**src/rtl/apq_pkg.sv**
```systemverilog
// Package for the aging priority queue: types, codes, widths and reset values.
// Used by apq_cfg_regs and aging_priority_queue_unit; depends on nothing.
package apq_pkg;

  localparam int unsigned DefaultDepth = 16;

  localparam int unsigned IdW      = 16;
  localparam int unsigned PrioW    = 16;
  localparam int unsigned TimeW    = 32;
  localparam int unsigned ClsW     = 2;
  localparam int unsigned OpW      = 2;
  localparam int unsigned StatusW  = 3;
  localparam int unsigned CfgDataW = 32;
  localparam int unsigned CfgAddrW = 5;

  localparam logic [PrioW-1:0] PrioMax = {PrioW{1'b1}};

  localparam logic [PrioW-1:0] EmergencyPrioRst = 16'd100;
  localparam logic [PrioW-1:0] LandingPrioRst   = 16'd50;
  localparam logic [PrioW-1:0] TakeoffPrioRst   = 16'd10;
  localparam logic [PrioW-1:0] AgingThreshRst   = 16'd5;
  localparam logic [PrioW-1:0] AgingStepRst     = 16'd5;

  typedef enum logic [OpW-1:0] {
    OP_INSERT  = 2'd0,
    OP_EXTRACT = 2'd1,
    OP_TICK    = 2'd2
  } op_e;

  typedef enum logic [ClsW-1:0] {
    CLS_LANDING   = 2'd0,
    CLS_EMERGENCY = 2'd1,
    CLS_TAKEOFF   = 2'd2
  } class_e;

  typedef enum logic [StatusW-1:0] {
    STS_INSERTED  = 3'd0,
    STS_FULL      = 3'd1,
    STS_EXTRACTED = 3'd2,
    STS_EMPTY     = 3'd3,
    STS_TICK_DONE = 3'd4
  } status_e;

  typedef enum logic [2:0] {
    REG_EMERGENCY_PRIO = 3'd0,
    REG_LANDING_PRIO   = 3'd1,
    REG_TAKEOFF_PRIO   = 3'd2,
    REG_AGING_THRESH   = 3'd3,
    REG_AGING_STEP     = 3'd4
  } reg_e;

  typedef enum logic [1:0] {
    ST_IDLE,
    ST_SCAN,
    ST_SHIFT,
    ST_AGE
  } state_e;

  typedef struct packed {
    logic [PrioW-1:0] emergency_prio;
    logic [PrioW-1:0] landing_prio;
    logic [PrioW-1:0] takeoff_prio;
    logic [PrioW-1:0] aging_thresh;
    logic [PrioW-1:0] aging_step;
  } cfg_t;

  typedef struct packed {
    logic [IdW-1:0]   id;
    logic [ClsW-1:0]  cls;
    logic [TimeW-1:0] arrival;
    logic [PrioW-1:0] prio;
  } entry_t;

  // Unknown class codes fall back to the takeoff priority.
  function automatic logic [PrioW-1:0] class_prio(cfg_t cfg, logic [ClsW-1:0] cls);
    logic [PrioW-1:0] prio;
    case (cls)
      CLS_LANDING:   prio = cfg.landing_prio;
      CLS_EMERGENCY: prio = cfg.emergency_prio;
      default:       prio = cfg.takeoff_prio;
    endcase
    return prio;
  endfunction

endpackage

```
**src/rtl/apq_cfg_regs.sv**
```systemverilog
// APB-style configuration register file of the aging priority queue.
// Depends on apq_pkg for the register map, reset values and cfg_t.
module apq_cfg_regs (
  input  logic                          clk_i,
  input  logic                          rst_ni,
  input  logic                          psel,
  input  logic                          penable,
  input  logic                          pwrite,
  input  logic [apq_pkg::CfgAddrW-1:0]  paddr,
  input  logic [apq_pkg::CfgDataW-1:0]  pwdata,
  output logic [apq_pkg::CfgDataW-1:0]  prdata,
  output logic                          pready,
  output apq_pkg::cfg_t                 cfg_o
);

  apq_pkg::cfg_t    cfg_q, cfg_d;
  logic [2:0]       reg_idx;
  logic             wr_en;
  logic [apq_pkg::PrioW-1:0] wr_val;
  logic [apq_pkg::PrioW-1:0] rd_val;

  assign reg_idx = paddr[apq_pkg::CfgAddrW-1:2];
  assign wr_en   = psel & penable & pwrite;
  assign wr_val  = pwdata[apq_pkg::PrioW-1:0];
  assign pready  = 1'b1;

  always_comb begin
    cfg_d = cfg_q;
    if (wr_en) begin
      unique case (reg_idx)
        apq_pkg::REG_EMERGENCY_PRIO: cfg_d.emergency_prio = wr_val;
        apq_pkg::REG_LANDING_PRIO:   cfg_d.landing_prio   = wr_val;
        apq_pkg::REG_TAKEOFF_PRIO:   cfg_d.takeoff_prio   = wr_val;
        apq_pkg::REG_AGING_THRESH:   cfg_d.aging_thresh   = wr_val;
        apq_pkg::REG_AGING_STEP:     cfg_d.aging_step     = wr_val;
        default: ;
      endcase
    end
  end

  always_comb begin
    unique case (reg_idx)
      apq_pkg::REG_EMERGENCY_PRIO: rd_val = cfg_q.emergency_prio;
      apq_pkg::REG_LANDING_PRIO:   rd_val = cfg_q.landing_prio;
      apq_pkg::REG_TAKEOFF_PRIO:   rd_val = cfg_q.takeoff_prio;
      apq_pkg::REG_AGING_THRESH:   rd_val = cfg_q.aging_thresh;
      apq_pkg::REG_AGING_STEP:     rd_val = cfg_q.aging_step;
      default:                     rd_val = '0;
    endcase
  end

  assign prdata = {{(apq_pkg::CfgDataW - apq_pkg::PrioW){1'b0}}, rd_val};
  assign cfg_o  = cfg_q;

  always_ff @(posedge clk_i or negedge rst_ni) begin
    if (!rst_ni) begin
      cfg_q.emergency_prio <= apq_pkg::EmergencyPrioRst;
      cfg_q.landing_prio   <= apq_pkg::LandingPrioRst;
      cfg_q.takeoff_prio   <= apq_pkg::TakeoffPrioRst;
      cfg_q.aging_thresh   <= apq_pkg::AgingThreshRst;
      cfg_q.aging_step     <= apq_pkg::AgingStepRst;
    end else begin
      cfg_q <= cfg_d;
    end
  end

endmodule

```
**src/rtl/aging_priority_queue_unit.sv**
```systemverilog
// Top level of the aging priority queue: entry memory, sequencer and result register.
// Depends on apq_pkg and apq_cfg_regs.
//
//   channel   handshake                  payload
//   command   start / busy               operation_i, request_class_i, request_id_i
//   result    done_o (one-cycle strobe)  status_o, granted_id_o, occupancy_o
//   config    psel/penable/pwrite/pready paddr, pwdata, prdata
//
// Insert, and extract or tick on an empty queue: result in the next cycle, busy stays low.
// Tick, and extract on a non-empty queue, raise busy until the result; busy drops in the
// result's cycle. Entries stream through the one read port. A tick writes each one back next
// cycle, aged if due; an extract scans all, then writes those behind the winner one lower.
// Reset clears the count and the tick counter; entry memory contents are not cleared.
// The result register is shown for one cycle; the receiver cannot stall it.
module aging_priority_queue_unit #(
  parameter int unsigned QUEUE_DEPTH = apq_pkg::DefaultDepth,
  localparam int unsigned AW = $clog2(QUEUE_DEPTH),
  localparam int unsigned CW = $clog2(QUEUE_DEPTH + 1)
) (
  input  logic                          clk_i,
  input  logic                          rst_ni,
  input  logic                          start,
  output logic                          busy,
  input  logic [apq_pkg::OpW-1:0]       operation_i,
  input  logic [apq_pkg::ClsW-1:0]      request_class_i,
  input  logic [apq_pkg::IdW-1:0]       request_id_i,
  output logic                          done_o,
  output logic [apq_pkg::StatusW-1:0]   status_o,
  output logic [apq_pkg::IdW-1:0]       granted_id_o,
  output logic [CW-1:0]                 occupancy_o,
  input  logic                          psel,
  input  logic                          penable,
  input  logic                          pwrite,
  input  logic [apq_pkg::CfgAddrW-1:0]  paddr,
  input  logic [apq_pkg::CfgDataW-1:0]  pwdata,
  output logic [apq_pkg::CfgDataW-1:0]  prdata,
  output logic                          pready
);

  apq_pkg::cfg_t cfg;

  apq_cfg_regs u_cfg (
    .clk_i   (clk_i),
    .rst_ni  (rst_ni),
    .psel    (psel),
    .penable (penable),
    .pwrite  (pwrite),
    .paddr   (paddr),
    .pwdata  (pwdata),
    .prdata  (prdata),
    .pready  (pready),
    .cfg_o   (cfg)
  );

  // Control state
  apq_pkg::state_e           state_q, state_d;
  logic [CW-1:0]             cnt_q, cnt_d;
  logic [apq_pkg::TimeW-1:0] now_q, now_d;
  logic [CW-1:0]             iss_q, iss_d;
  logic                      rvalid_q, rvalid_d;
  logic                      done_q, done_d;

  // Payload
  logic [AW-1:0]             ridx_q, ridx_d;
  logic [AW-1:0]             best_idx_q, best_idx_d;
  logic [apq_pkg::PrioW-1:0] best_prio_q, best_prio_d;
  logic [apq_pkg::IdW-1:0]   best_id_q, best_id_d;
  apq_pkg::status_e          status_q, status_d;
  logic [apq_pkg::IdW-1:0]   granted_q, granted_d;
  logic [CW-1:0]             occ_q, occ_d;

  // Entry memory
  apq_pkg::entry_t           mem_q [QUEUE_DEPTH];
  apq_pkg::entry_t           rdata_q;
  apq_pkg::entry_t           wdata;
  logic                      mem_we, mem_re;
  logic [AW-1:0]             waddr, raddr;

  logic                      accept, issue_en, scan_last, take;
  logic                      is_insert, is_extract, pipe_empty;
  logic [apq_pkg::TimeW-1:0] waited;
  logic                      aged;
  logic [apq_pkg::PrioW:0]   prio_sum;
  logic [apq_pkg::PrioW-1:0] aged_prio;

  assign accept     = start & ~busy;
  assign busy       = (state_q != apq_pkg::ST_IDLE);
  assign is_insert  = (operation_i == apq_pkg::OP_INSERT);
  assign is_extract = (operation_i == apq_pkg::OP_EXTRACT);
  assign issue_en   = busy && (iss_q < cnt_q);
  assign pipe_empty = !issue_en && !rvalid_q;
  assign scan_last  = rvalid_q && (CW'(ridx_q) == (cnt_q - CW'(1)));

  // Best so far, counting the item now returning from memory; earliest wins ties.
  assign take = (ridx_q == '0) || (rdata_q.prio > best_prio_q);

  // Aging of the entry returning from memory
  assign waited    = now_q - rdata_q.arrival;
  assign aged      = waited > {{(apq_pkg::TimeW - apq_pkg::PrioW){1'b0}}, cfg.aging_thresh};
  assign prio_sum  = {1'b0, rdata_q.prio} + {1'b0, cfg.aging_step};
  assign aged_prio = prio_sum[apq_pkg::PrioW] ? apq_pkg::PrioMax
                                              : prio_sum[apq_pkg::PrioW-1:0];

  // Next state
  always_comb begin
    state_d = state_q;
    unique case (state_q)
      apq_pkg::ST_IDLE: begin
        if (accept && !is_insert && (cnt_q != '0)) begin
          state_d = is_extract ? apq_pkg::ST_SCAN : apq_pkg::ST_AGE;
        end
      end
      apq_pkg::ST_SCAN: begin
        if (scan_last) begin
          state_d = apq_pkg::ST_SHIFT;
        end
      end
      apq_pkg::ST_SHIFT,
      apq_pkg::ST_AGE: begin
        if (pipe_empty) begin
          state_d = apq_pkg::ST_IDLE;
        end
      end
      default: state_d = apq_pkg::ST_IDLE;
    endcase
  end

  // Datapath and outputs
  always_comb begin
    cnt_d       = cnt_q;
    now_d       = now_q;
    iss_d       = issue_en ? (iss_q + CW'(1)) : iss_q;
    rvalid_d    = issue_en;
    ridx_d      = iss_q[AW-1:0];
    done_d      = 1'b0;
    best_idx_d  = best_idx_q;
    best_prio_d = best_prio_q;
    best_id_d   = best_id_q;
    status_d    = status_q;
    granted_d   = granted_q;
    occ_d       = occ_q;
    mem_re      = issue_en;
    raddr       = iss_q[AW-1:0];
    mem_we      = 1'b0;
    waddr       = ridx_q;
    wdata       = rdata_q;

    unique case (state_q)
      apq_pkg::ST_IDLE: begin
        if (accept) begin
          iss_d     = '0;
          granted_d = '0;
          occ_d     = cnt_q;
          if (is_insert) begin
            done_d = 1'b1;
            if (cnt_q < CW'(QUEUE_DEPTH)) begin
              mem_we       = 1'b1;
              waddr        = cnt_q[AW-1:0];
              wdata.id      = request_id_i;
              wdata.cls     = request_class_i;
              wdata.arrival = now_q;
              wdata.prio    = apq_pkg::class_prio(cfg, request_class_i);
              cnt_d        = cnt_q + CW'(1);
              occ_d        = cnt_q + CW'(1);
              status_d     = apq_pkg::STS_INSERTED;
            end else begin
              status_d = apq_pkg::STS_FULL;
            end
          end else if (is_extract) begin
            if (cnt_q == '0) begin
              done_d   = 1'b1;
              status_d = apq_pkg::STS_EMPTY;
            end
          end else begin
            now_d = now_q + apq_pkg::TimeW'(1);
            if (cnt_q == '0) begin
              done_d   = 1'b1;
              status_d = apq_pkg::STS_TICK_DONE;
            end
          end
        end
      end
      apq_pkg::ST_SCAN: begin
        if (rvalid_q && take) begin
          best_idx_d  = ridx_q;
          best_prio_d = rdata_q.prio;
          best_id_d   = rdata_q.id;
        end
        // Start the shift right behind the winner
        if (scan_last) begin
          iss_d = CW'(best_idx_d) + CW'(1);
        end
      end
      apq_pkg::ST_SHIFT: begin
        if (rvalid_q) begin
          mem_we = 1'b1;
          waddr  = ridx_q - AW'(1);
        end
        if (pipe_empty) begin
          done_d    = 1'b1;
          status_d  = apq_pkg::STS_EXTRACTED;
          granted_d = best_id_q;
          cnt_d     = cnt_q - CW'(1);
          occ_d     = cnt_q - CW'(1);
        end
      end
      apq_pkg::ST_AGE: begin
        if (rvalid_q) begin
          mem_we = 1'b1;
          if (aged) begin
            wdata.prio = aged_prio;
          end
        end
        if (pipe_empty) begin
          done_d   = 1'b1;
          status_d = apq_pkg::STS_TICK_DONE;
          occ_d    = cnt_q;
        end
      end
      default: ;
    endcase
  end

  always_ff @(posedge clk_i or negedge rst_ni) begin
    if (!rst_ni) begin
      state_q  <= apq_pkg::ST_IDLE;
      cnt_q    <= '0;
      now_q    <= '0;
      iss_q    <= '0;
      rvalid_q <= 1'b0;
      done_q   <= 1'b0;
    end else begin
      state_q  <= state_d;
      cnt_q    <= cnt_d;
      now_q    <= now_d;
      iss_q    <= iss_d;
      rvalid_q <= rvalid_d;
      done_q   <= done_d;
    end
  end

  always_ff @(posedge clk_i) begin
    ridx_q      <= ridx_d;
    best_idx_q  <= best_idx_d;
    best_prio_q <= best_prio_d;
    best_id_q   <= best_id_d;
    status_q    <= status_d;
    granted_q   <= granted_d;
    occ_q       <= occ_d;
  end

  always_ff @(posedge clk_i) begin
    if (mem_we) begin
      mem_q[waddr] <= wdata;
    end
    if (mem_re) begin
      rdata_q <= mem_q[raddr];
    end
  end

  assign done_o       = done_q;
  assign status_o     = status_q;
  assign granted_id_o = granted_q;
  assign occupancy_o  = occ_q;

  a_cnt_bound: assert property (@(posedge clk_i) disable iff (!rst_ni)
    cnt_q <= CW'(QUEUE_DEPTH))
    else $error("entry count exceeds queue depth");

  a_no_rw_overlap: assert property (@(posedge clk_i) disable iff (!rst_ni)
    (mem_we && mem_re) |-> (waddr != raddr))
    else $error("read and write hit the same entry in one cycle");

  a_scan_no_write: assert property (@(posedge clk_i) disable iff (!rst_ni)
    (state_q == apq_pkg::ST_SCAN) |-> !mem_we)
    else $error("entry memory written during extract scan");

  a_tick_advance: assert property (@(posedge clk_i) disable iff (!rst_ni)
    (accept && !is_insert && !is_extract) |=> (now_q == $past(now_q) + apq_pkg::TimeW'(1)))
    else $error("tick did not advance time by one");

endmodule

```
**config.mk**
```make
export PLATFORM = sky130hd
export DESIGN_NAME = aging_priority_queue_unit
export DESIGN_NICKNAME = d
export VERILOG_FILES = /design/src/rtl/apq_pkg.sv /design/src/rtl/apq_cfg_regs.sv /design/src/rtl/aging_priority_queue_unit.sv
export SDC_FILE = /design/constraint.sdc
export NUM_CORES = 1
export LEC_CHECK = 0
export ABC_CLOCK_PERIOD_IN_PS = 11200
export BUFFER_PORTS_ARGS = -buffer_cell sky130_fd_sc_hd__buf_2
export CAP_MARGIN = 20
export CORE_MARGIN = 5
export CORE_UTILIZATION = 30
export CTS_BUF_LIST = sky130_fd_sc_hd__clkbuf_4
export DETAILED_ROUTE_END_ITERATION = 8
export GPL_ROUTABILITY_DRIVEN = 0
export PLACE_DENSITY = 0.52
export RECOVER_POWER = 100
export SETUP_SLACK_MARGIN = 0.05
export SYNTH_ARGS = -nofsm -noshare
export SYNTH_HDL_FRONTEND = slang
export SYNTH_HIERARCHICAL = 1
export SYNTH_SLANG_ARGS = --single-unit
```
**constraint.sdc**
```tcl
create_clock -name clk_i -period 11.2 [get_ports clk_i]
set_input_delay 1.12 -clock clk_i [delete_from_list [all_inputs] [get_ports clk_i]]
set_output_delay 1.12 -clock clk_i [all_outputs]
set_load 0.02 [all_outputs]
```
# Word-level counts from Yosys, hierarchy flattened
# Memories as Yosys holds them, arrays and structs flattened. A register that Yosys moved wholly into a read port is not among the register bits.
# Cells that the tools add are included.
# classes
muxes	57
reduce_logical	32
n_addsub	8
n_eq_ne	17
n_lt_le_gt_ge	4
bitwise_logic	6
# ops
op	n
$mux W66	3
$pmux W16 S2	3
$mux W16	5
$pmux W16 S5	1
$mux W50	1
$mux W5	8
$add A32 B1 Y32 const B	1
$gt A32 B16 Y1	1
$sub A32 B32 Y32	1
$mux W4	6
$mux W3	7
$pmux W5 S2	2
$add A16 B16 Y17	1
$gt A16 B16 Y1	1
$pmux W5 S3	1
$reduce_and A2 Y1	6
$mux W1	11
$add A5 B1 Y5 const B	2
$ne A2 B2 Y1 const B	5
$pmux W3 S3	1
$mux W2	4
$pmux W4 S2	1
$reduce_and A4 Y1	2
$eq A2 B1 Y1 const B	3
29 further kinds	47
# totals
wordCells	143
output_inout_bits	59
mem_bits_rw	1056
in_bits	63
reg_bits	190
mem_count	1
# memory_table
memory	words	width	read_ports	rd_ports_with_merged_regs	write_ports	line_no	source
mem_q	16	66	1	1	1	aging_priority_queue_unit.sv:73	apq_pkg::entry_t mem_q [QUEUE_DEPTH];

# Logic depth before layout (Yosys ltp)
# Gate-level depths: netlist of run 1.
# logic_depth
ltp_word	8
ltp_mapped	21
ltp_nobuf	20

# Cells and area by module
# The synthesis of run 1 kept the hierarchy.
# modules_own_cells
mod	seq_area_each_um2	instances	area_per_inst_um2	cells_per_inst
aging_priority_queue_unit	35704.2	1	50181.9	2713
apq_cfg_regs	2016.9	1	3857.4	275

# Worst setup path before layout of run 1
# OpenSTA, ideal clock, no wires.
# synth_timing
path_type	register -> register
start	register cnt_q[2]
end	register cnt_q[1]
period_less_slack_ps	8076
required_ps	11126
n_path_buf	1
path_stages_with_launch	12
arrival_ps	8002
setup_ps	74
setup_slack_ps	3124
cell_sequence	dfrtp_1 -> clkbuf_1 -> inv_1 -> ha_1 -> a21boi_0 -> o21ai_0 -> nand2b_1 -> a211oi_1 -> or2_2 -> a211oi_1 -> o21ai_0 -> a22o_1
# synth_via
elab_chain_cells	6
elab_cells_between_ends	11
classes_between	2 x order compare; 1 x eq/ne; 4 x mux; 4 x reduce/logical
# synth_rtl
element	line_no	source
start: declaration	aging_priority_queue_unit.sv:57	logic [CW-1:0] cnt_q, cnt_d;
start signal: assignment	aging_priority_queue_unit.sv:234	cnt_q <= cnt_d;
$lt A5 B5 Y1	aging_priority_queue_unit.sv:90	assign issue_en = busy && (iss_q < cnt_q);
$logic_and A1 B1 Y1	aging_priority_queue_unit.sv:90	
via issue_en	aging_priority_queue_unit.sv:79	logic accept, issue_en, scan_last, take;
$logic_not A1 Y1	aging_priority_queue_unit.sv:91	assign pipe_empty = !issue_en && !rvalid_q;
$logic_and A1 B1 Y1	aging_priority_queue_unit.sv:91	
$ne A2 B2 Y1 (no line)	n/a	
$reduce_and A3 Y1 (no line)	n/a	
# The timed path passes the listed nets, and every way through them passes these cells. The select of a mux whose other input is x is not followed.
# A chain may end at the register's enable or synchronous reset.

# Worst setup path in the final report of run 1
# layout_timing
start	register state_q[0]
end	memory mem_q[6][51] in the netlist's numbering (enable)
# layout_via
elab_chain_cells	7
elab_cells_between_ends	13
classes_between	2 x eq/ne; 6 x mux; 2 x bitwise; 3 x reduce/logical
# layout_rtl
element	line_no	source
start: declaration	aging_priority_queue_unit.sv:56	apq_pkg::state_e state_q, state_d;
start signal: assignment	aging_priority_queue_unit.sv:226	state_q <= apq_pkg::ST_IDLE;
start signal: assignment	aging_priority_queue_unit.sv:233	state_q <= state_d;
$reduce_bool A2 Y1	aging_priority_queue_unit.sv:87	assign busy = (state_q != apq_pkg::ST_IDLE);
$not A1 Y1	aging_priority_queue_unit.sv:86	assign accept = start & ~busy;
$and A1 B1 Y1	aging_priority_queue_unit.sv:86	
$mux W1	aging_priority_queue_unit.sv:150	if (accept) begin
$pmux W1 S2	aging_priority_queue_unit.sv:148	unique case (state_q)
$mux W1	aging_priority_queue_unit.sv:253	if (mem_we) begin
$mux W1 (implied by the code)	aging_priority_queue_unit.sv:254	mem_q[waddr] <= wdata;
end: declaration	aging_priority_queue_unit.sv:73	
# Several ways; a longest one is shown, not always the timed one.

==> results of run 1 <==
==> worst min path at each step <==
| stage | cells past startpoint | to | from | slack [ns] |
|---|---|---|---|---|
| 2_1_floorplan | 0 | ridx_q[2] | iss_q[2] | 0.37 |
| 3_3_place_gp | 0 | best_id_q[0] | rdata_q[50] | 0.43 |
| 3_5_place_dp | 0 | best_id_q[6] | rdata_q[56] | 0.44 |
| 4_1_cts | 2 | u_cfg/cfg_o[64] | pwdata[0] | 0.06 |
| 5_1_grt | 2 | u_cfg/cfg_o[73] | pwdata[9] | 0.06 |
| 6_report | 2 | u_cfg/cfg_o[56] | pwdata[8] | 0.20 |
==> Yosys cell counts (all sizes together), types with 13 or more instances <==
cell type,count,share of area
and2,21,0.0024
xor2,30,0.0049
buf,71,0.0076
nor3,17,0.0018
inv,95,0.0066
nor2,88,0.0062
nand2b,22,0.0027
dfrtp,114,0.053
a32oi,17,0.0028
o211ai,14,0.0019
mux4,320,0.13
ha,96,0.022
a21o,16,0.0022
xnor2,53,0.0086
or2,15,0.0017
nor2b,18,0.0021
mux2,104,0.022
o21ai,110,0.010
clkbuf,90,0.0063
edfxtp,1148,0.64
and3,13,0.0015
nand3,27,0.0025
a22oi,18,0.0025
mux2i,22,0.0041
a21oi,98,0.0093
nand4,25,0.0029
nand2,182,0.013
==> cell families after synthesis <==
logic type / Yosys count / synth area share
compound gates: 363 / 0.04309
buf+inv: 256 / 0.02051
fa+ha+maj: 98 / 0.02297
simple gates: 462 / 0.04200
mux: 446 / 0.1598
other cells: 2 / 0.0001390
xor+xnor: 83 / 0.01345
flops: 1278 / 0.6980
==> per-stage QoR <==
step | cell area (um2) | cells | hold WS (ns) | util | worst slack, ns
global placement | 57560 | 5368 | 0.4346 | 0.3219 | 4.895
CTS | 61860 | 5963 | 0.05663 | 0.3459 | 4.883
finish | 61360 | 5979 | 0.1965 | 0.3431 | 2.860
global route | 61360 | 5979 | 0.05795 | 0.3431 | 2.378
detailed placement | 57670 | 5374 | 0.4395 | 0.3225 | 4.920
floorplan | 54100 | 3003 | 0.3693 | - | 3.124
==> flip-flops by register name (all words and copies together) (netlist names) <==
register,flops
now_q,32
granted_id_o,16
u_cfg/cfg_o,80
done_o,1
state_q,2
rdata_q,64
best_idx_q,4
occupancy_o,5
cnt_q,5
status_o,3
ridx_q,4
rvalid_q,1
iss_q,5
best_id_q,16
best_prio_q,16
mem_q,1024
==> area by class of cell <==
| cell class | count | area [um2] |
|---|---|---|
| timing repair buffer | 185 | 877.1 |
| multi-input combinational | 1469 | 15250 |
| sequential | 1278 | 37720 |
| antenna | 9 | 22.52 |
| tap | 2355 | 2947 |
| fill | 17280 | 117500 |
| inverter | 95 | 356.6 |
| clock buffer | 496 | 3724 |
| clock inverter | 92 | 454.2 |
==> power by group <==
group	internal, W	total, W	switching [W]
clock	0.00210	0.00398	0.00189
combinational	0.00195	0.00502	0.00307
sequential	0.00676	0.00717	0.000413
==> metal layers <==
layer	vias up	global-route usage
met5	-	0
met4	4	0.03897
met1	15450	0.1966
li1	12930	-
met3	168	0.02952
met2	842	0.2510
==> timing repair <==
action                                 CTS  global route
buffers inserted                         0             0
hold buffers                             1             0
resized for setup                        0             0
endpoints found under the hold margin   65             0
==> flow_metrics.py, run 1 <==
metrics = {
    "outcome": {
        "status": "complete, but fails checks",
        "violations": "capacitance limit, slew limit",
    },
    "timing": {
        "max_slew_margin": -2.056,
        "fmax_mhz": 119.9,
        "finalMaxSlewViolations": 1208,
        "setup_violations": 0,
        "timing.setup.tns_ns": 0,
        "rsz0062_at_grt": "false",
        "max_slew.worst_pin.slew_ns": 4.584,
        "hold_violations": 0,
        "post-route-period-util": 0.7447,
        "min_period_ns": 8.340,
        "finClkSkew_ns": 0.1111,
    },
    "critical_path": {
        "path_class": "reg -> reg",
        "worstSetupStartpoint": "state_q[0]",
        "r2r-start": "state_q[0]",
        "rrSetupSlack_ns": 2.86,
        "worstPathCellList": "inv_1 > ha_1 > nand3_2 > clkbuf_1 > nand2_1 > o21ai_0 > a21oi_1 > inv_1 > nand2b_1 > nor2_1 > clkbuf_1 > buf_4",
        "cp_max_fo": 36,
        "cp-start-kind": "register",
        "cp-end-kind": "register",
        "worst-endpoint-arrival_ns": 9.12,
        "critPathMaxStageDelay_ns": 2.72,
        "r2r_end": "mem_q[6][51]",
        "critPathBufInv": 5,
        "cp_num_cells": 12,
        "cp-endpoint": "mem_q[6][51]",
        "crit_required_ns": 11.98,
        "crit_family": "buffers and inverters",
        "ff2ff_path_depth": 12,
        "slowest_stage": "clkbuf_1",
    },
    "power": {
        "leakage_nw": 20.61,
        "power_density_mw_per_mm2": 263.6,
        "power_w": 0.01618,
        "vdd_ir_drop_max_v": 0.0001692,
    },
    "logic_synthesis": {
        "synth-seq-area-share": 0.6980,
        "synthFlopType": "edfxtp_1",
        "synthesis.area_mm2": 0.05404,
        "syn_inst": 2988,
        "ys_ff_latch": 1278,
        "synthArstFlopShare": 0.09859,
        "synth_cell_types": 91,
        "yosys_warnings": 6,
        "synth_edf_count": 1148,
        "syn_avg_cell_area_um2": 18.09,
    },
    "die": {
        "core_area_mm2": 0.1788,
        "num_io_pins": 122,
        "die_h_um": 434.4,
        "die_area_mm2": 0.1887,
        "rows": 155,
        "start_util": 0.3022,
        "die_w_um": 434.4,
    },
    "drt": {
        "dr_wl_met2_um": 70160,
        "vias": 29400,
        "wire_per_inst_um": 23.44,
        "routed.top_layer": "met5",
        "drc_errors": 0,
        "first_iter_violations": 2278,
        "via_per_inst": 4.916,
        "wl_met3_um": 6813,
        "drt_wl_total_um": 140100,
        "drtAntennaViolNets": 0,
        "drt-pass1-iter-count": 5,
        "met1_length_um": 61250,
    },
    "grt": {
        "antenna_found_initial": 6,
        "grt_usage": 0.1485,
        "grt_max_degree": 115,
        "grt.overflow.total": 0,
        "grt_first_pass_wirelength_um": 207500,
        "first_global_vias": 31120,
    },
    "clock_network": {
        "h-tree-depth": 5,
        "clk_pin_slew_ns": 0.07,
        "cts_tree": "done",
        "clockBufferDepth": 4,
        "numCtsBuffers": 348,
        "clock_sinks": 1278,
        "cts_root_buffer": "clkbuf_4",
        "clkLatencyLatePin_ns": 1.27,
    },
    "finish": {
        "syn2layout_area_growth_pct": 13.54,
        "nNetsFinal": 3538,
        "most-common-layout-cells": "edfxtp_1 (1148), clkbuf_4 (496), mux4_2 (320)",
        "final_common_cell": "edfxtp_1",
        "drive_above_1_share": 0.2929,
    },
    "hold_path": {
        "hold_path.class": "in -> reg",
    },
    "place": {
        "io_buffers": 86,
        "dp_hpwl_um": 78620,
    },
    "run": {
        "max_cap_violations": 40,
    },
}
(Power assumes the default switching activity.)
==> run 2, diff against run 1 <==
Settings changed: ABC_CLOCK_PERIOD_IN_PS 11200 to 6900, PLACE_DENSITY 0.52 to 0.54.
Clock period 11.2 ns to 6.9 ns, I/O delays scaled along.
==> flow_metrics.py, run 2 (synthesized netlist as in run 1, its figures left out) <==
metrics = {
    "die": {
        "rows": 155,
        "die_h_um": 434.4,
        "start_util": 0.3022,
        "die_area_mm2": 0.1887,
        "core_area_mm2": 0.1788,
        "num_io_pins": 122,
        "die_w_um": 434.4,
    },
    "timing": {
        "finalMaxSlewViolations": 1048,
        "rsz0062_at_grt": "false",
        "setup_violations": 0,
        "fmax_mhz": 161.5,
        "min_period_ns": 6.192,
        "max_slew.worst_pin.slew_ns": 3.797,
        "hold_violations": 0,
        "setup_slack_ns": 0.7080,
        "finClkSkew_ns": 0.1758,
        "timing.setup.tns_ns": 0,
        "max_slew_margin": -1.531,
        "post-route-period-util": 0.8974,
    },
    "grt": {
        "grt_max_degree": 65,
        "grt_first_pass_wirelength_um": 205700,
        "first_global_vias": 30790,
        "grt_use_met3": 0.03020,
        "top_usage_layer": "met2",
        "grt_usage": 0.1474,
        "antenna_found_initial": 10,
        "use_met2": 0.2386,
        "grt.overflow.total": 0,
        "grt_use_met1": 0.2003,
    },
    "drt": {
        "drtAntennaViolNets": 0,
        "drc_errors": 0,
        "drt_wl_total_um": 140000,
        "wire_per_inst_um": 23.25,
        "via_per_inst": 4.914,
        "first_iter_violations": 2094,
        "drt-pass1-iter-count": 6,
        "vias": 29600,
    },
    "finish": {
        "top_register": "mem_q",
        "most-common-layout-cells": "edfxtp_1 (1148), clkbuf_4 (533), mux4_2 (320)",
        "layout.cells.non_filler": 6024,
        "drive_above_1_share": 0.3008,
        "largest_reg_flops": 1024,
        "multi_input_area_mm2": 0.01527,
        "fin_util": 0.3462,
        "nNetsFinal": 3580,
        "syn2layout_area_growth_pct": 14.54,
        "fill_cells": 17190,
        "seq_area_mm2": 0.03772,
        "final_common_cell": "edfxtp_1",
    },
    "clock_network": {
        "cts_tree": "done",
        "cts_root_buffer": "clkbuf_4",
        "numCtsBuffers": 354,
        "h-tree-depth": 5,
        "clockBufferDepth": 4,
        "clk_pin_slew_ns": 0.07,
        "clock_sinks": 1278,
        "clkLatencyLatePin_ns": 1.26,
    },
    "place": {
        "io_buffers": 86,
        "dp.cells": 5375,
        "dp_hpwl_um": 76810,
        "detailedPlace.worstSlack_ns": 1.007,
    },
    "critical_path": {
        "cp_max_fo": 25,
        "worst-endpoint-arrival_ns": 6.91,
        "path_class": "reg -> reg",
        "crit_required_ns": 7.62,
        "cp-end-kind": "register",
        "cp-start-kind": "register",
    },
    "power": {
        "vdd_ir_drop_max_v": 0.0002936,
        "power_density_mw_per_mm2": 427.1,
        "leakage_nw": 20.89,
    },
    "outcome": {
        "violations": "capacitance limit, slew limit",
        "status": "complete, but fails checks",
    },
    "run": {
        "max_cap_violations": 29,
    },
    "hold_path": {
        "hold_path.class": "in -> reg",
    },
}
==> run 2: cell types whose count changed in the layout (fill, tap and decap cells not counted), moves of 4 or more <==
cell	delta
clkbuf_4	+37
dlygate4sd3_1	+36
clkbuf_1	-20
clkbuf_2	+12
clkinv_2	-10
clkinv_1	-7
o21ai_0	-4
o21ai_1	+4
==> run 2: report_power, final <==
group          internal (W)  switching, W  total [W]
combinational       0.00323       0.00500    0.00823
clock               0.00353       0.00305    0.00659
sequential           0.0109      0.000674     0.0116
total                0.0177       0.00873     0.0264
==> run 2: final timing paths <==
| check | slack [ns] | depth (start not counted) | from | endpoint |
|---|---|---|---|---|
| max reg2reg | 0.71 | 10 | state_q[0] | mem_q[14][13] |
| max in group asynchronous | 1.58 | 4 | rst_ni | iss_q[0] |
| min reg2reg | 0.45 | 0 | rdata_q[54] | best_id_q[4] |
| min | 0.18 | 3 | request_id_i[5] | mem_q[13][55] |
| max | 0.71 | 10 | state_q[0] | mem_q[14][13] |
| min in group asynchronous | 1.03 | 3 | rst_ni | u_cfg/cfg_o[49] |
==> run 2: worst max-delay path, cell delays in order (launching register included) <==
cell and delay, ns:
dfrtp_1 0.42, inv_1 0.10, ha_1 0.42, nand3_1 0.23, clkbuf_1 1.74, nand2_1 0.14
a21oi_1 0.24, a221oi_1 0.11, nand2b_1 0.43, nor2_4 0.78, clkbuf_1 1.13
==> run 2: what timing repair did <==
item / 4_1_cts / 5_1_grt
endpoints found under the hold margin: 294 / 0
hold buffers: 38 / 0
buffers inserted: 0 / 0
resized for setup: 0 / 0
==> run 2: layer usage <==
metal / part of all wire / vias up
li1: - / 13020
met1: 0.44 / 15480
met2: 0.48 / 908
met3: 0.053 / 195
met4: 0.021 / 2
met5: 0.00011 / -
==> run 2: area by class of cell <==
cell class              count  area share
diodes                      6   0.0002426
clock buffers             526     0.06380
clock inverters            74    0.005640
inverters                  95    0.005761
multi-input cells        1469      0.2467
flip-flops and latches   1278      0.6095
well taps                2355     0.04760
repair buffers            221     0.02076
==> run 2: metrics by stage <==
step	total power (W)	area [um2]	hold WS, ns
2_1_floorplan	0.01723	54100	0.3693
3_3_place_gp	0.02015	57720	0.4312
3_5_place_dp	0.02025	57740	0.4349
4_1_cts	0.02698	62440	0.007019
5_1_grt	0.02800	61900	0.1013
6_report	0.02644	61900	0.1766
==> run 3, diff against run 2 <==
Settings changed: CORE_UTILIZATION 30 to 55, GPL_ROUTABILITY_DRIVEN 0 to default, HOLD_SLACK_MARGIN from default to 0.12, PLACE_DENSITY 0.54 to 0.82.
==> flow_metrics.py, run 3 (synthesized netlist as in run 1, its figures left out) <==
metrics = {
    "die": {
        "rows": 115,
        "die_w_um": 323.5,
        "core_area_mm2": 0.09799,
        "die_h_um": 323.5,
        "num_io_pins": 122,
        "die_area_mm2": 0.1046,
        "start_util": 0.5515,
    },
    "timing": {
        "max_slew.worst_pin.slew_ns": 4.381,
        "max_slew_margin": -1.921,
        "finClkSkew_ns": 0.1156,
        "fmax_mhz": 153.3,
        "rsz0062_at_grt": "false",
        "post-route-period-util": 0.9455,
        "whs_ns": 0.2790,
        "timing.setup.tns_ns": 0,
        "min_period_ns": 6.524,
        "setup_violations": 0,
        "hold_violations": 0,
        "finalMaxSlewViolations": 1063,
    },
    "drt": {
        "via_per_inst": 6.210,
        "first_iter_violations": 3468,
        "drt_wl_total_um": 126700,
        "met1_length_um": 47580,
        "drtAntennaViolNets": 0,
        "drt-pass1-iter-count": 7,
        "wl_met3_um": 13110,
        "routed.top_layer": "met4",
        "drc_errors": 0,
        "dr_wl_met2_um": 63210,
        "vias": 30210,
        "wire_per_inst_um": 26.03,
    },
    "outcome": {
        "violations": "capacitance limit, slew limit",
        "status": "complete, but fails checks",
    },
    "power": {
        "power_density_mw_per_mm2": 430.8,
        "vdd_ir_drop_max_v": 0.0003645,
        "power_w": 0.02579,
        "leakage_nw": 20.47,
    },
    "critical_path": {
        "r2r-start": "state_q[0]",
        "rrSetupSlack_ns": 0.38,
        "path_class": "reg -> reg",
        "cp-end-kind": "register",
        "worstPathCellList": "inv_1 > ha_1 > clkbuf_1 > o21ai_0 > a222oi_1 > and2_0 > nand2_1 > nor2_1 > clkbuf_2",
        "critPathMaxStageDelay_ns": 1.92,
        "crit_required_ns": 7.50,
        "cp-start-kind": "register",
        "cp_max_fo": 58,
        "ff2ff_path_depth": 9,
        "r2r_end": "mem_q[2][0]",
        "worst-endpoint-arrival_ns": 7.12,
        "slowest_stage": "clkbuf_2",
    },
    "clock_network": {
        "cts_tree": "done",
        "clkLatencyLatePin_ns": 1.14,
        "clock_sinks": 1278,
        "cts_root_buffer": "clkbuf_4",
        "post_cts_resized": 0,
        "ctsHoldBuffers": 31,
        "h-tree-depth": 5,
        "numCtsBuffers": 318,
        "clockBufferDepth": 4,
        "cts_setup_buffers": 0,
        "clk_pin_slew_ns": 0.08,
    },
    "finish": {
        "multi_input_area_mm2": 0.01518,
        "top_register": "mem_q",
        "syn2layout_area_growth_pct": 10.77,
        "fill_cells": 6842,
        "fin_util": 0.6109,
        "seq_area_mm2": 0.03773,
        "final_common_cell": "edfxtp_1",
        "largest_reg_flops": 1024,
        "most-common-layout-cells": "edfxtp_1 (1148), clkbuf_4 (463), mux4_2 (320)",
        "drive_above_1_share": 0.2808,
        "nNetsFinal": 3529,
    },
    "run": {
        "max_cap_violations": 30,
    },
    "place": {
        "dp_hpwl_um": 70570,
        "io_buffers": 86,
        "gp_congestion": 0.9204,
    },
    "grt": {
        "grt_usage": 0.2436,
        "first_global_vias": 30960,
        "grt_first_pass_wirelength_um": 188500,
        "antenna_found_initial": 3,
        "grt.overflow.total": 0,
        "grt_max_degree": 115,
    },
    "hold_path": {
        "whs_endpoint": "mem_q[0][64]",
        "holdPathStages": 3,
        "min-delay-start": "request_id_i[14]",
        "hold_path.class": "in -> reg",
    },
}
run 3: cell count changes in the layout (fill, tap and decap cells not counted), sizes merged:
cell         previous run  this run
dlygate4sd3            37        31
bufinv                  2         3
diode                   6         3
inv                    98        99
buf                    74        55
clkinv                 69        59
clkbuf                636       579
clkinvlp                0         2
run 3: area by class of cell:
type / instances / area share
sequential: 1278 / 0.6304
multi-input combinational: 1469 / 0.2536
clock buffer: 459 / 0.05756
tap: 1287 / 0.02690
timing repair buffer: 206 / 0.01971
inverter: 95 / 0.005957
clock inverter: 68 / 0.005811
antenna: 3 / 0.0001254
run 3: layer usage:
layer	global-route usage	vias up
met4	0.08636	0
met1	0.3280	15270
met2	0.3986	1828
met5	0	-
li1	-	12870
met3	0.05506	244
run 3: stage by stage:
stage	instance area [um2]	worst slack, ns	cells
4_1_cts	60460	0.7988	4857
3_3_place_gp	56330	0.9528	4298
5_1_grt	59860	0.2418	4865
2_1_floorplan	54100	1.354	3003
3_5_place_dp	56360	0.8656	4299
6_report	59860	0.3759	4865
run 3: worst max-delay path by stage:
stage                    start           end  cells after the start
floorplan             cnt_q[2]      cnt_q[1]                     11
global placement      now_q[0]  mem_q[12][4]                     20
detailed placement    now_q[0]  mem_q[14][3]                     20
CTS                   now_q[3]  mem_q[14][3]                     19
global route        state_q[0]  mem_q[1][10]                      9
finish              state_q[0]   mem_q[2][0]                      9
run 3: where the power goes:
group,switching (W),internal [W],leakage [nW],total (W)
clock,0.00288,0.00315,2.28,0.00602
sequential,0.000675,0.0110,12.1,0.0117
combinational,0.00484,0.00326,6.12,0.00810
run 3: critical path: cells and delay by family, from the launching register on:
family                     cells  cell delay (ns)
DFF                            1             0.43
adders and majority gates      1             0.15
buffers and inverters          3             3.49
and+or+nand+nor                3             1.03
AOI/OAI and AO/OA              2             0.86
